**src/rtl/core/usp_pkg.sv**
```systemverilog
`default_nettype none
// ----------------------------------------------------------------------------
// URL splitter package
// Shared types and constants of the URL host, port and path splitter.
// ----------------------------------------------------------------------------
package usp_pkg;

  localparam int unsigned HostDepthDefault  = 32;
  localparam logic [15:0] DefaultPortReset = 16'd80;

  localparam logic [7:0] ChAt     = 8'h40;
  localparam logic [7:0] ChColon  = 8'h3a;
  localparam logic [7:0] ChClose  = 8'h5d;
  localparam logic [7:0] ChOpen   = 8'h5b;
  localparam logic [7:0] ChSlash  = 8'h2f;
  localparam logic [7:0] ChPlus   = 8'h2b;
  localparam logic [7:0] ChMinus  = 8'h2d;
  localparam logic [7:0] ChSpace  = 8'h20;
  localparam logic [7:0] ChTab    = 8'h09;
  localparam logic [7:0] ChCr     = 8'h0d;
  localparam logic [7:0] ChZero   = 8'h30;
  localparam logic [7:0] ChNine   = 8'h39;

  typedef enum logic [1:0] {
    KIND_PATH = 2'd0,
    KIND_HOST = 2'd1,
    KIND_END  = 2'd2
  } kind_e;

  typedef struct packed {
    logic [7:0] url_byte;
    logic       final_byte;
  } in_item_t;

  typedef struct packed {
    kind_e              item_kind;
    logic [7:0]         text_byte;
    logic signed [31:0] port_number;
    logic               status_code;
    logic               run_end;
  } out_item_t;

  typedef struct packed {
    logic       is_path;
    logic [7:0] ch;
    logic       fin;
  } cmd_t;

endpackage
`default_nettype wire

```
**src/rtl/core/url_host_port_path_splitter_top.sv**
```systemverilog
`default_nettype none
// ----------------------------------------------------------------------------
// URL host, port and path splitter
// Splits a URL byte stream into path bytes, host bytes and an end record.
// ----------------------------------------------------------------------------
// Bytes are taken one per cycle into a two-entry command queue while it is not
// full; path bytes are passed to the output register as they arrive. On the
// final byte the resolver scans the host buffer through its single read port,
// parses the port from the characters after the colon and emits the host bytes;
// while it does so it takes no commands, so the queue fills and full is raised.
module url_host_port_path_splitter_top import usp_pkg::*; #(
  parameter int unsigned HostDepth = HostDepthDefault
) (
  input  wire logic        clk_i,
  input  wire logic        rst_ni,
  input  wire logic        push,
  output logic             full,
  input  wire in_item_t    in_item_i,
  output logic             empty,
  input  wire logic        pop,
  output out_item_t        out_item_o,
  input  wire logic        cfg_we_i,
  input  wire logic [15:0] cfg_wdata_i
);

  logic q_push, q_full, q_pop, q_valid;
  cmd_t q_wcmd, q_rcmd;

  assign full = q_full;

  usp_front u_front (
    .clk_i    (clk_i),
    .rst_ni   (rst_ni),
    .push_i   (push),
    .in_item_i(in_item_i),
    .q_full_i (q_full),
    .q_push_o (q_push),
    .q_cmd_o  (q_wcmd)
  );

  usp_fifo u_fifo (
    .clk_i  (clk_i),
    .rst_ni (rst_ni),
    .push_i (q_push),
    .wdata_i(q_wcmd),
    .full_o (q_full),
    .pop_i  (q_pop),
    .rdata_o(q_rcmd),
    .valid_o(q_valid)
  );

  usp_back #(.HostDepth(HostDepth)) u_back (
    .clk_i      (clk_i),
    .rst_ni     (rst_ni),
    .cfg_we_i   (cfg_we_i),
    .cfg_wdata_i(cfg_wdata_i),
    .cmd_valid_i(q_valid),
    .cmd_i      (q_rcmd),
    .cmd_pop_o  (q_pop),
    .empty_o    (empty),
    .pop_i      (pop),
    .out_item_o (out_item_o)
  );

endmodule
`default_nettype wire

```
**src/rtl/core/usp_fifo.sv**
```systemverilog
`default_nettype none
// ----------------------------------------------------------------------------
// Command queue
// Two-entry queue between the classifier and the resolver.
// ----------------------------------------------------------------------------
module usp_fifo import usp_pkg::*; (
  input  wire logic clk_i,
  input  wire logic rst_ni,
  input  wire logic push_i,
  input  wire cmd_t wdata_i,
  output logic      full_o,
  input  wire logic pop_i,
  output cmd_t      rdata_o,
  output logic      valid_o
);

  cmd_t       mem_q [2];
  logic       wptr_q, rptr_q;
  logic [1:0] cnt_q;

  assign full_o  = cnt_q == 2'd2;
  assign valid_o = cnt_q != 2'd0;
  assign rdata_o = mem_q[rptr_q];

  always_ff @(posedge clk_i) begin
    if (push_i) begin
      mem_q[wptr_q] <= wdata_i;
    end
  end

  always_ff @(posedge clk_i or negedge rst_ni) begin
    if (!rst_ni) begin
      wptr_q <= 1'b0;
      rptr_q <= 1'b0;
      cnt_q  <= 2'd0;
    end else begin
      if (push_i) wptr_q <= ~wptr_q;
      if (pop_i) rptr_q <= ~rptr_q;
      cnt_q <= cnt_q + {1'b0, push_i} - {1'b0, pop_i};
    end
  end

endmodule
`default_nettype wire

```
**src/rtl/core/usp_front.sv**
```systemverilog
`default_nettype none
// ----------------------------------------------------------------------------
// Byte classifier
// Marks each incoming byte as host or path and forwards it as a command.
// ----------------------------------------------------------------------------
module usp_front import usp_pkg::*; (
  input  wire logic     clk_i,
  input  wire logic     rst_ni,
  input  wire logic     push_i,
  input  wire in_item_t in_item_i,
  input  wire logic     q_full_i,
  output logic          q_push_o,
  output cmd_t          q_cmd_o
);

  logic path_started_q;

  assign q_push_o        = push_i && !q_full_i;
  assign q_cmd_o.is_path = path_started_q || (in_item_i.url_byte == ChSlash);
  assign q_cmd_o.ch      = in_item_i.url_byte;
  assign q_cmd_o.fin     = in_item_i.final_byte;

  always_ff @(posedge clk_i or negedge rst_ni) begin
    if (!rst_ni) begin
      path_started_q <= 1'b0;
    end else if (q_push_o) begin
      path_started_q <= in_item_i.final_byte ? 1'b0 : q_cmd_o.is_path;
    end
  end

endmodule
`default_nettype wire

```
**src/rtl/core/usp_back.sv**
```systemverilog
`default_nettype none
// ----------------------------------------------------------------------------
// Host resolver
// Buffers host bytes, emits path bytes and resolves host and port at the end.
// ----------------------------------------------------------------------------
module usp_back import usp_pkg::*; #(
  parameter int unsigned HostDepth = HostDepthDefault
) (
  input  wire logic        clk_i,
  input  wire logic        rst_ni,
  input  wire logic        cfg_we_i,
  input  wire logic [15:0] cfg_wdata_i,
  input  wire logic        cmd_valid_i,
  input  wire cmd_t        cmd_i,
  output logic             cmd_pop_o,
  output logic             empty_o,
  input  wire logic        pop_i,
  output out_item_t        out_item_o
);

  localparam int unsigned CW = $clog2(HostDepth + 1);
  localparam int unsigned AW = $clog2(HostDepth);
  localparam logic [CW-1:0] DepthC = CW'(HostDepth);
  localparam logic [31:0] MagMax = 32'h8000_0000;
  localparam logic [31:0] PosMax = 32'h7fff_ffff;

  typedef enum logic [2:0] {
    S_IDLE, S_SLASH, S_SCAN, S_DECIDE, S_PORT, S_FIX, S_EMIT, S_END
  } state_e;

  typedef enum logic [1:0] {
    P_BLANK, P_DIGIT
  } pstage_e;

  logic [7:0]    mem_q [HostDepth];
  logic [7:0]    rdata_q;
  state_e        state_q;
  pstage_e       pst_q;
  logic          ph_q;
  logic [CW-1:0] cnt_q, idx_q, start_q, end_q, col_q;
  logic          ovf_q, at_q, hcol_q, closer_q, hrb_q, lbr_q;
  logic          neg_q, any_q;
  logic [31:0]   mag_q;
  logic [31:0]   port_q;
  logic [15:0]   dport_q;
  out_item_t     out_q;
  logic          oval_q;

  logic          can_out;
  logic          out_set;
  logic          wr_en;
  logic          is_blank, is_digit;
  logic [35:0]   mag_ext;
  logic [31:0]   mag_nx;
  logic [31:0]   raw_port;

  assign can_out   = !oval_q || pop_i;
  assign cmd_pop_o = (state_q == S_IDLE) && cmd_valid_i && (!cmd_i.is_path || can_out);
  assign wr_en     = cmd_pop_o && !cmd_i.is_path && (cnt_q < DepthC);
  assign empty_o   = !oval_q;
  assign out_item_o = out_q;
  assign out_set   = ((state_q == S_IDLE) && cmd_pop_o && cmd_i.is_path)
                     || ((state_q == S_SLASH) && can_out)
                     || ((state_q == S_EMIT) && ph_q && can_out)
                     || ((state_q == S_END) && can_out);

  assign is_blank = (rdata_q == ChSpace) || ((rdata_q >= ChTab) && (rdata_q <= ChCr));
  assign is_digit = (rdata_q >= ChZero) && (rdata_q <= ChNine);
  assign mag_ext  = ({4'd0, mag_q} << 3) + ({4'd0, mag_q} << 1)
                    + {32'd0, rdata_q[3:0]};
  assign mag_nx   = (mag_ext > {4'd0, MagMax}) ? MagMax : mag_ext[31:0];

  always_comb begin
    if (!any_q) begin
      raw_port = 32'd0;
    end else if (neg_q) begin
      raw_port = 32'd0 - mag_q;
    end else begin
      raw_port = (mag_q > PosMax) ? PosMax : mag_q;
    end
  end

  always_ff @(posedge clk_i) begin
    if (wr_en) begin
      mem_q[cnt_q[AW-1:0]] <= cmd_i.ch;
    end
    rdata_q <= mem_q[idx_q[AW-1:0]];
  end

  always_ff @(posedge clk_i or negedge rst_ni) begin
    if (!rst_ni) begin
      state_q  <= S_IDLE;
      pst_q    <= P_BLANK;
      ph_q     <= 1'b0;
      cnt_q    <= '0;
      idx_q    <= '0;
      start_q  <= '0;
      end_q    <= '0;
      col_q    <= '0;
      ovf_q    <= 1'b0;
      at_q     <= 1'b0;
      hcol_q   <= 1'b0;
      closer_q <= 1'b0;
      hrb_q    <= 1'b0;
      lbr_q    <= 1'b0;
      neg_q    <= 1'b0;
      any_q    <= 1'b0;
      mag_q    <= '0;
      port_q   <= '0;
      dport_q  <= DefaultPortReset;
      out_q    <= '0;
      oval_q   <= 1'b0;
    end else begin
      if (cfg_we_i) dport_q <= cfg_wdata_i;
      if (out_set) begin
        oval_q <= 1'b1;
      end else if (pop_i) begin
        oval_q <= 1'b0;
      end
      case (state_q)
        S_IDLE: begin
          if (cmd_pop_o) begin
            if (cmd_i.is_path) begin
              out_q  <= '{KIND_PATH, cmd_i.ch, 32'sd0, 1'b0, 1'b0};
            end else if (cnt_q < DepthC) begin
              cnt_q <= cnt_q + 1'b1;
            end else begin
              ovf_q <= 1'b1;
            end
            if (cmd_i.fin) begin
              idx_q    <= '0;
              ph_q     <= 1'b0;
              start_q  <= '0;
              at_q     <= 1'b0;
              hcol_q   <= 1'b0;
              closer_q <= 1'b0;
              hrb_q    <= 1'b0;
              lbr_q    <= 1'b0;
              state_q  <= cmd_i.is_path ? S_SCAN : S_SLASH;
            end
          end
        end
        S_SLASH: begin
          if (can_out) begin
            out_q   <= '{KIND_PATH, ChSlash, 32'sd0, 1'b0, 1'b0};
            state_q <= S_SCAN;
          end
        end
        S_SCAN: begin
          if (!ph_q) begin
            if (idx_q == cnt_q) begin
              state_q <= S_DECIDE;
            end else begin
              ph_q <= 1'b1;
            end
          end else begin
            ph_q  <= 1'b0;
            idx_q <= idx_q + 1'b1;
            if (rdata_q == ChAt && !at_q) begin
              at_q     <= 1'b1;
              start_q  <= idx_q + 1'b1;
              hcol_q   <= 1'b0;
              closer_q <= 1'b0;
              hrb_q    <= 1'b0;
              lbr_q    <= 1'b0;
            end else begin
              if (idx_q == start_q && rdata_q == ChOpen) lbr_q <= 1'b1;
              if (rdata_q == ChColon) begin
                hcol_q   <= 1'b1;
                col_q    <= idx_q;
                closer_q <= 1'b0;
              end
              if (rdata_q == ChClose) begin
                closer_q <= 1'b1;
                hrb_q    <= 1'b1;
              end
            end
          end
        end
        S_DECIDE: begin
          neg_q <= 1'b0;
          any_q <= 1'b0;
          mag_q <= '0;
          pst_q <= P_BLANK;
          ph_q  <= 1'b0;
          if (hcol_q && !closer_q) begin
            end_q   <= col_q;
            idx_q   <= col_q + 1'b1;
            state_q <= S_PORT;
          end else begin
            end_q   <= cnt_q;
            state_q <= S_FIX;
          end
        end
        S_PORT: begin
          if (!ph_q) begin
            if (idx_q == cnt_q) begin
              state_q <= S_FIX;
            end else begin
              ph_q <= 1'b1;
            end
          end else begin
            ph_q  <= 1'b0;
            idx_q <= idx_q + 1'b1;
            if (is_digit) begin
              any_q <= 1'b1;
              mag_q <= mag_nx;
              pst_q <= P_DIGIT;
            end else if (pst_q == P_BLANK && is_blank) begin
              pst_q <= P_BLANK;
            end else if (pst_q == P_BLANK && (rdata_q == ChPlus || rdata_q == ChMinus)) begin
              neg_q <= rdata_q == ChMinus;
              pst_q <= P_DIGIT;
            end else begin
              state_q <= S_FIX;
            end
          end
        end
        S_FIX: begin
          port_q <= (raw_port == 32'd0) ? {16'd0, dport_q} : raw_port;
          ph_q   <= 1'b0;
          if (end_q > start_q && lbr_q && hrb_q) begin
            idx_q <= start_q + 1'b1;
            end_q <= end_q - 1'b1;
          end else begin
            idx_q <= start_q;
          end
          state_q <= S_EMIT;
        end
        S_EMIT: begin
          if (!ph_q) begin
            if (idx_q >= end_q) begin
              state_q <= S_END;
            end else begin
              ph_q <= 1'b1;
            end
          end else if (can_out) begin
            out_q  <= '{KIND_HOST, rdata_q, 32'sd0, 1'b0, 1'b0};
            idx_q  <= idx_q + 1'b1;
            ph_q   <= 1'b0;
          end
        end
        S_END: begin
          if (can_out) begin
            out_q   <= '{KIND_END, 8'd0, $signed(port_q), ovf_q, 1'b1};
            cnt_q   <= '0;
            ovf_q   <= 1'b0;
            state_q <= S_IDLE;
          end
        end
        default: state_q <= S_IDLE;
      endcase
    end
  end

endmodule
`default_nettype wire

```
**config.mk**
```make
export PLATFORM = sky130hd
export DESIGN_NAME = url_host_port_path_splitter_top
export DESIGN_NICKNAME = d
export VERILOG_FILES = /design/src/rtl/core/usp_pkg.sv /design/src/rtl/core/url_host_port_path_splitter_top.sv /design/src/rtl/core/usp_fifo.sv /design/src/rtl/core/usp_front.sv /design/src/rtl/core/usp_back.sv
export SDC_FILE = /design/constraint.sdc
export NUM_CORES = 1
export LEC_CHECK = 0
export CAP_MARGIN = 0
export CORE_MARGIN = 3
export CORE_UTILIZATION = 69
export DETAILED_ROUTE_END_ITERATION = 7
export DONT_BUFFER_PORTS = 1
export PLACE_DENSITY = 0.85
export SYNTH_ARGS = -nofsm -noshare
export SYNTH_HDL_FRONTEND = slang
export SYNTH_HIERARCHICAL = 1
export SYNTH_SLANG_ARGS = --single-unit
```
**constraint.sdc**
```tcl
create_clock -name clk_i -period 6 [get_ports clk_i]
set_input_delay 0.3 -clock clk_i [delete_from_list [all_inputs] [get_ports clk_i]]
set_output_delay 0.3 -clock clk_i [all_outputs]
set_load 0.02 [all_outputs]
```
==> impl_metrics.tcl <==
set metrics [dict create \
    finalSetupTns_ps 0 \
    diodes 0 \
    port_buffers 0 \
    status "finished, final reports clean" \
    cp_data_arrival_time_ps 4690 \
    root_buffer "clkbuf_16" \
    slew_violations 0 \
    period_minus_slack_ps 4247 \
    placed_cell_area_um2 22650 \
    p_total_mw 9.820 \
    hpwl_um 35650 \
    core_area_um2 31800 \
    slowest_stage "nand2_1" \
    drtAntennaViolNets 0 \
    drive_above_1_share_pct 9.595 \
    seq_area_um2 12760 \
    cts-resized-gates 0 \
    crit_path_max_fanout 32 \
    clkTransAtPathRegs_ps 70 \
    clock_path_buffers 3 \
    dr.pass1.iters 6 \
    crit_top_cell "inv_1" \
    cts_sinks 456 \
    ys_types 87 \
    num_vias 16236 \
    cap_violations 0 \
    power_leakage_nw 9.520 \
    required_ps 6440 \
    power_density_nw_per_um2 398.4 \
    setup_viol 0 \
    synth-main-ff-cell "edfxtp_1" \
    mostFrequentLayoutCells "276 x edfxtp_1, 169 x dfrtp_1, 156 x nor2_1" \
    cts_tree "done" \
    synth-seq-cells 456 \
    fin_util_pct 77.51 \
    htreeDepth 2 \
    antenna_found_initial 0 \
    synth.net_count 1970 \
    yosys.area.top_type "edfxtp_1" \
    std_cell_rows 65 \
    clk-insertion-delay-late_ps 590 \
    syn_to_final_growth_pct 9.701 \
    crit_type "register to register" \
    grt_pass1_vias 15953 \
    ios 76 \
    synth-edff-count 276 \
    drcViolationCount 0 \
    num-fill-cells 1785 \
    nNetsFinal 1962 \
    period_share_pct 70.78 \
    fmax_mhz 235.5 \
    fin_skew_ps 47.64 \
    drt_iter0_drc 2032 \
    wirelength_um 57510 \
    die_h_um 186.5 \
    cp-end-kind "register" \
    multi_input_area_um2 9067 \
    startpoint_type "register" \
    grt_max_degree 173 \
    grt_pass1_wl_um 90570 \
    grt_util_all_layers_pct 32.75 \
    hold_ws_ps 28.54 \
    async_flop_share_pct 37.72 \
    cp_cell_sequence "inv_1, fa_1, inv_1, ha_1, a21oi_1, nand4b_1, a211o_1, and4_1, o311ai_0, nand2_1, a32o_1" \
    cts_buffers 46 \
    ys_warn_count 6 \
    synth_cells 1849 \
    grt_setup_unrepaired "no" \
    max_stage_delay_ps 750 \
    design_area_um2 24650 \
    mostFrequentLayoutCell "edfxtp_1" \
    syn_avg_cell_area_um2 12.15 \
    place.gp.congestion 0.9293 \
    die_w_um 186.5 \
    hold_violations 0 \
    ir_drop_v 0.0004726 \
    relSlewSlack_pct 14.38 \
    viasPerCell 7.026 \
    die-area_um2 34760 \
    grt-ovfl-total 0 \
    yosysSeqAreaShare_pct 56.77 \
    worstMarginPinSlew_ps 1284 \
    wl_per_cell_um 24.88 \
    syn_area_um2 22470 \
    hp-class "primary input to register" \
    synthTopCellsByArea "edfxtp_1 37%, dfrtp_1 19%, ha_1 5.0%" \
    synth_top_area_share_pct 36.89 \
    start_util_pct 70.66 \
]
cell usage after synthesis, types with 11 or more instances:
master	n
and3_1	13
nor4_1	14
o21ai_0	104
o211ai_1	16
a31oi_1	27
a221o_1	16
o22ai_1	17
a32o_1	32
edfxtp_1	276
o221ai_1	33
nand4_1	12
dfrtp_1	170
nor3_1	23
ha_1	89
nor2_1	156
or3_1	14
nand3_1	36
a21oi_1	92
clkbuf_1	83
buf_1	11
a21o_1	15
mux2i_1	65
nand2_1	144
inv_1	47
mux2_2	24
xor2_1	25
a22o_1	41
xnor2_1	36
mux4_2	32
nor2b_1	14
cells by family after synthesis:
logic type	synth area share, %
AO/OA/AOI/OAI	14.39
XOR/XNOR	2.484
adder cells (fa/ha/maj)	5.135
buffers and inverters	2.985
flip-flops	56.77
multiplexers	7.958
AND/OR/NAND/NOR	10.28
worst paths after layout:
kind / startpoint / endpoint / slack (ps) / depth (start not counted)
setup / recovery: u_back/rdata_q[3]$_DFF_P_ / u_back/mag_q[3]$_DFFE_PN0P_ / 1750 / 11
hold / removal: in_item_i[1] / u_fifo/mem_q[1][9]$_DFFE_PP_ / 30 / 1
setup reg to reg: u_back/rdata_q[3]$_DFF_P_ / u_back/mag_q[3]$_DFFE_PN0P_ / 1750 / 11
hold reg to reg: u_back/port_q[20]$_DFFE_PN0P_ / u_back/out_item_o[22]$_DFFE_PN0P_ / 470 / 1
max in group asynchronous: rst_ni / u_fifo/wptr_q$_DFFE_PN0P_ / 4840 / 2
min in group asynchronous: rst_ni / u_back/start_q[0]$_DFFE_PN0P_ / 360 / 2
critical path, delay by kind of cell (launching register included):
family | cells | cell delay, ps
AOI/OAI and AO/OA | 4 | 1280
adders and majority gates | 2 | 890
buffers and inverters | 2 | 170
DFF | 1 | 470
and+or+nand+nor | 3 | 1290
routing by layer:
layer  vias to the layer above  GRT usage (%)  wire, µm
met5                         -              0         0
met4                         0          10.73      1934
met3                       162          6.237      5628
met2                      1049          52.73     27100
met1                      7978          45.86     22840
li1                       7047              -         -
sequential cells by signal, indices dropped and copies added, names as in the netlist, 8 cells and up:
signal	cells
u_back/rdata_q	8
u_fifo/mem_q	20
u_back/dport_q	16
u_back/out_item_o	43
u_back/mem_q	256
u_back/mag_q	32
u_back/port_q	32
area by class of cell:
cell class / count / share of cell area [%]
repair buffers: 56 / 2.213
clock inverters: 21 / 0.9950
inverters: 49 / 0.7462
flip-flops and latches: 456 / 51.76
clock buffers: 62 / 5.285
well taps: 435 / 2.208
multi-input cells: 1232 / 36.79
metrics by stage:
stage,worst slack (ps),std cells
floorplan,2416,1849
global placement,1962,2185
detailed placement,1861,2185
CTS,1813,2311
global route,1427,2311
finish,1753,2311
report_power, final:
group | internal, mW | total, mW | leakage [nW] | switching [mW]
logic | 0.944 | 2.62 | 3.93 | 1.68
registers | 3.86 | 4.27 | 4.84 | 0.411
clock network | 1.67 | 2.93 | 0.751 | 1.26
what timing repair did:
action                    CTS  global route
hold buffers               43             0
buffers inserted            0             0
hold endpoints to repair  207             0
Note: power is estimated with default switching activity, not from simulation.
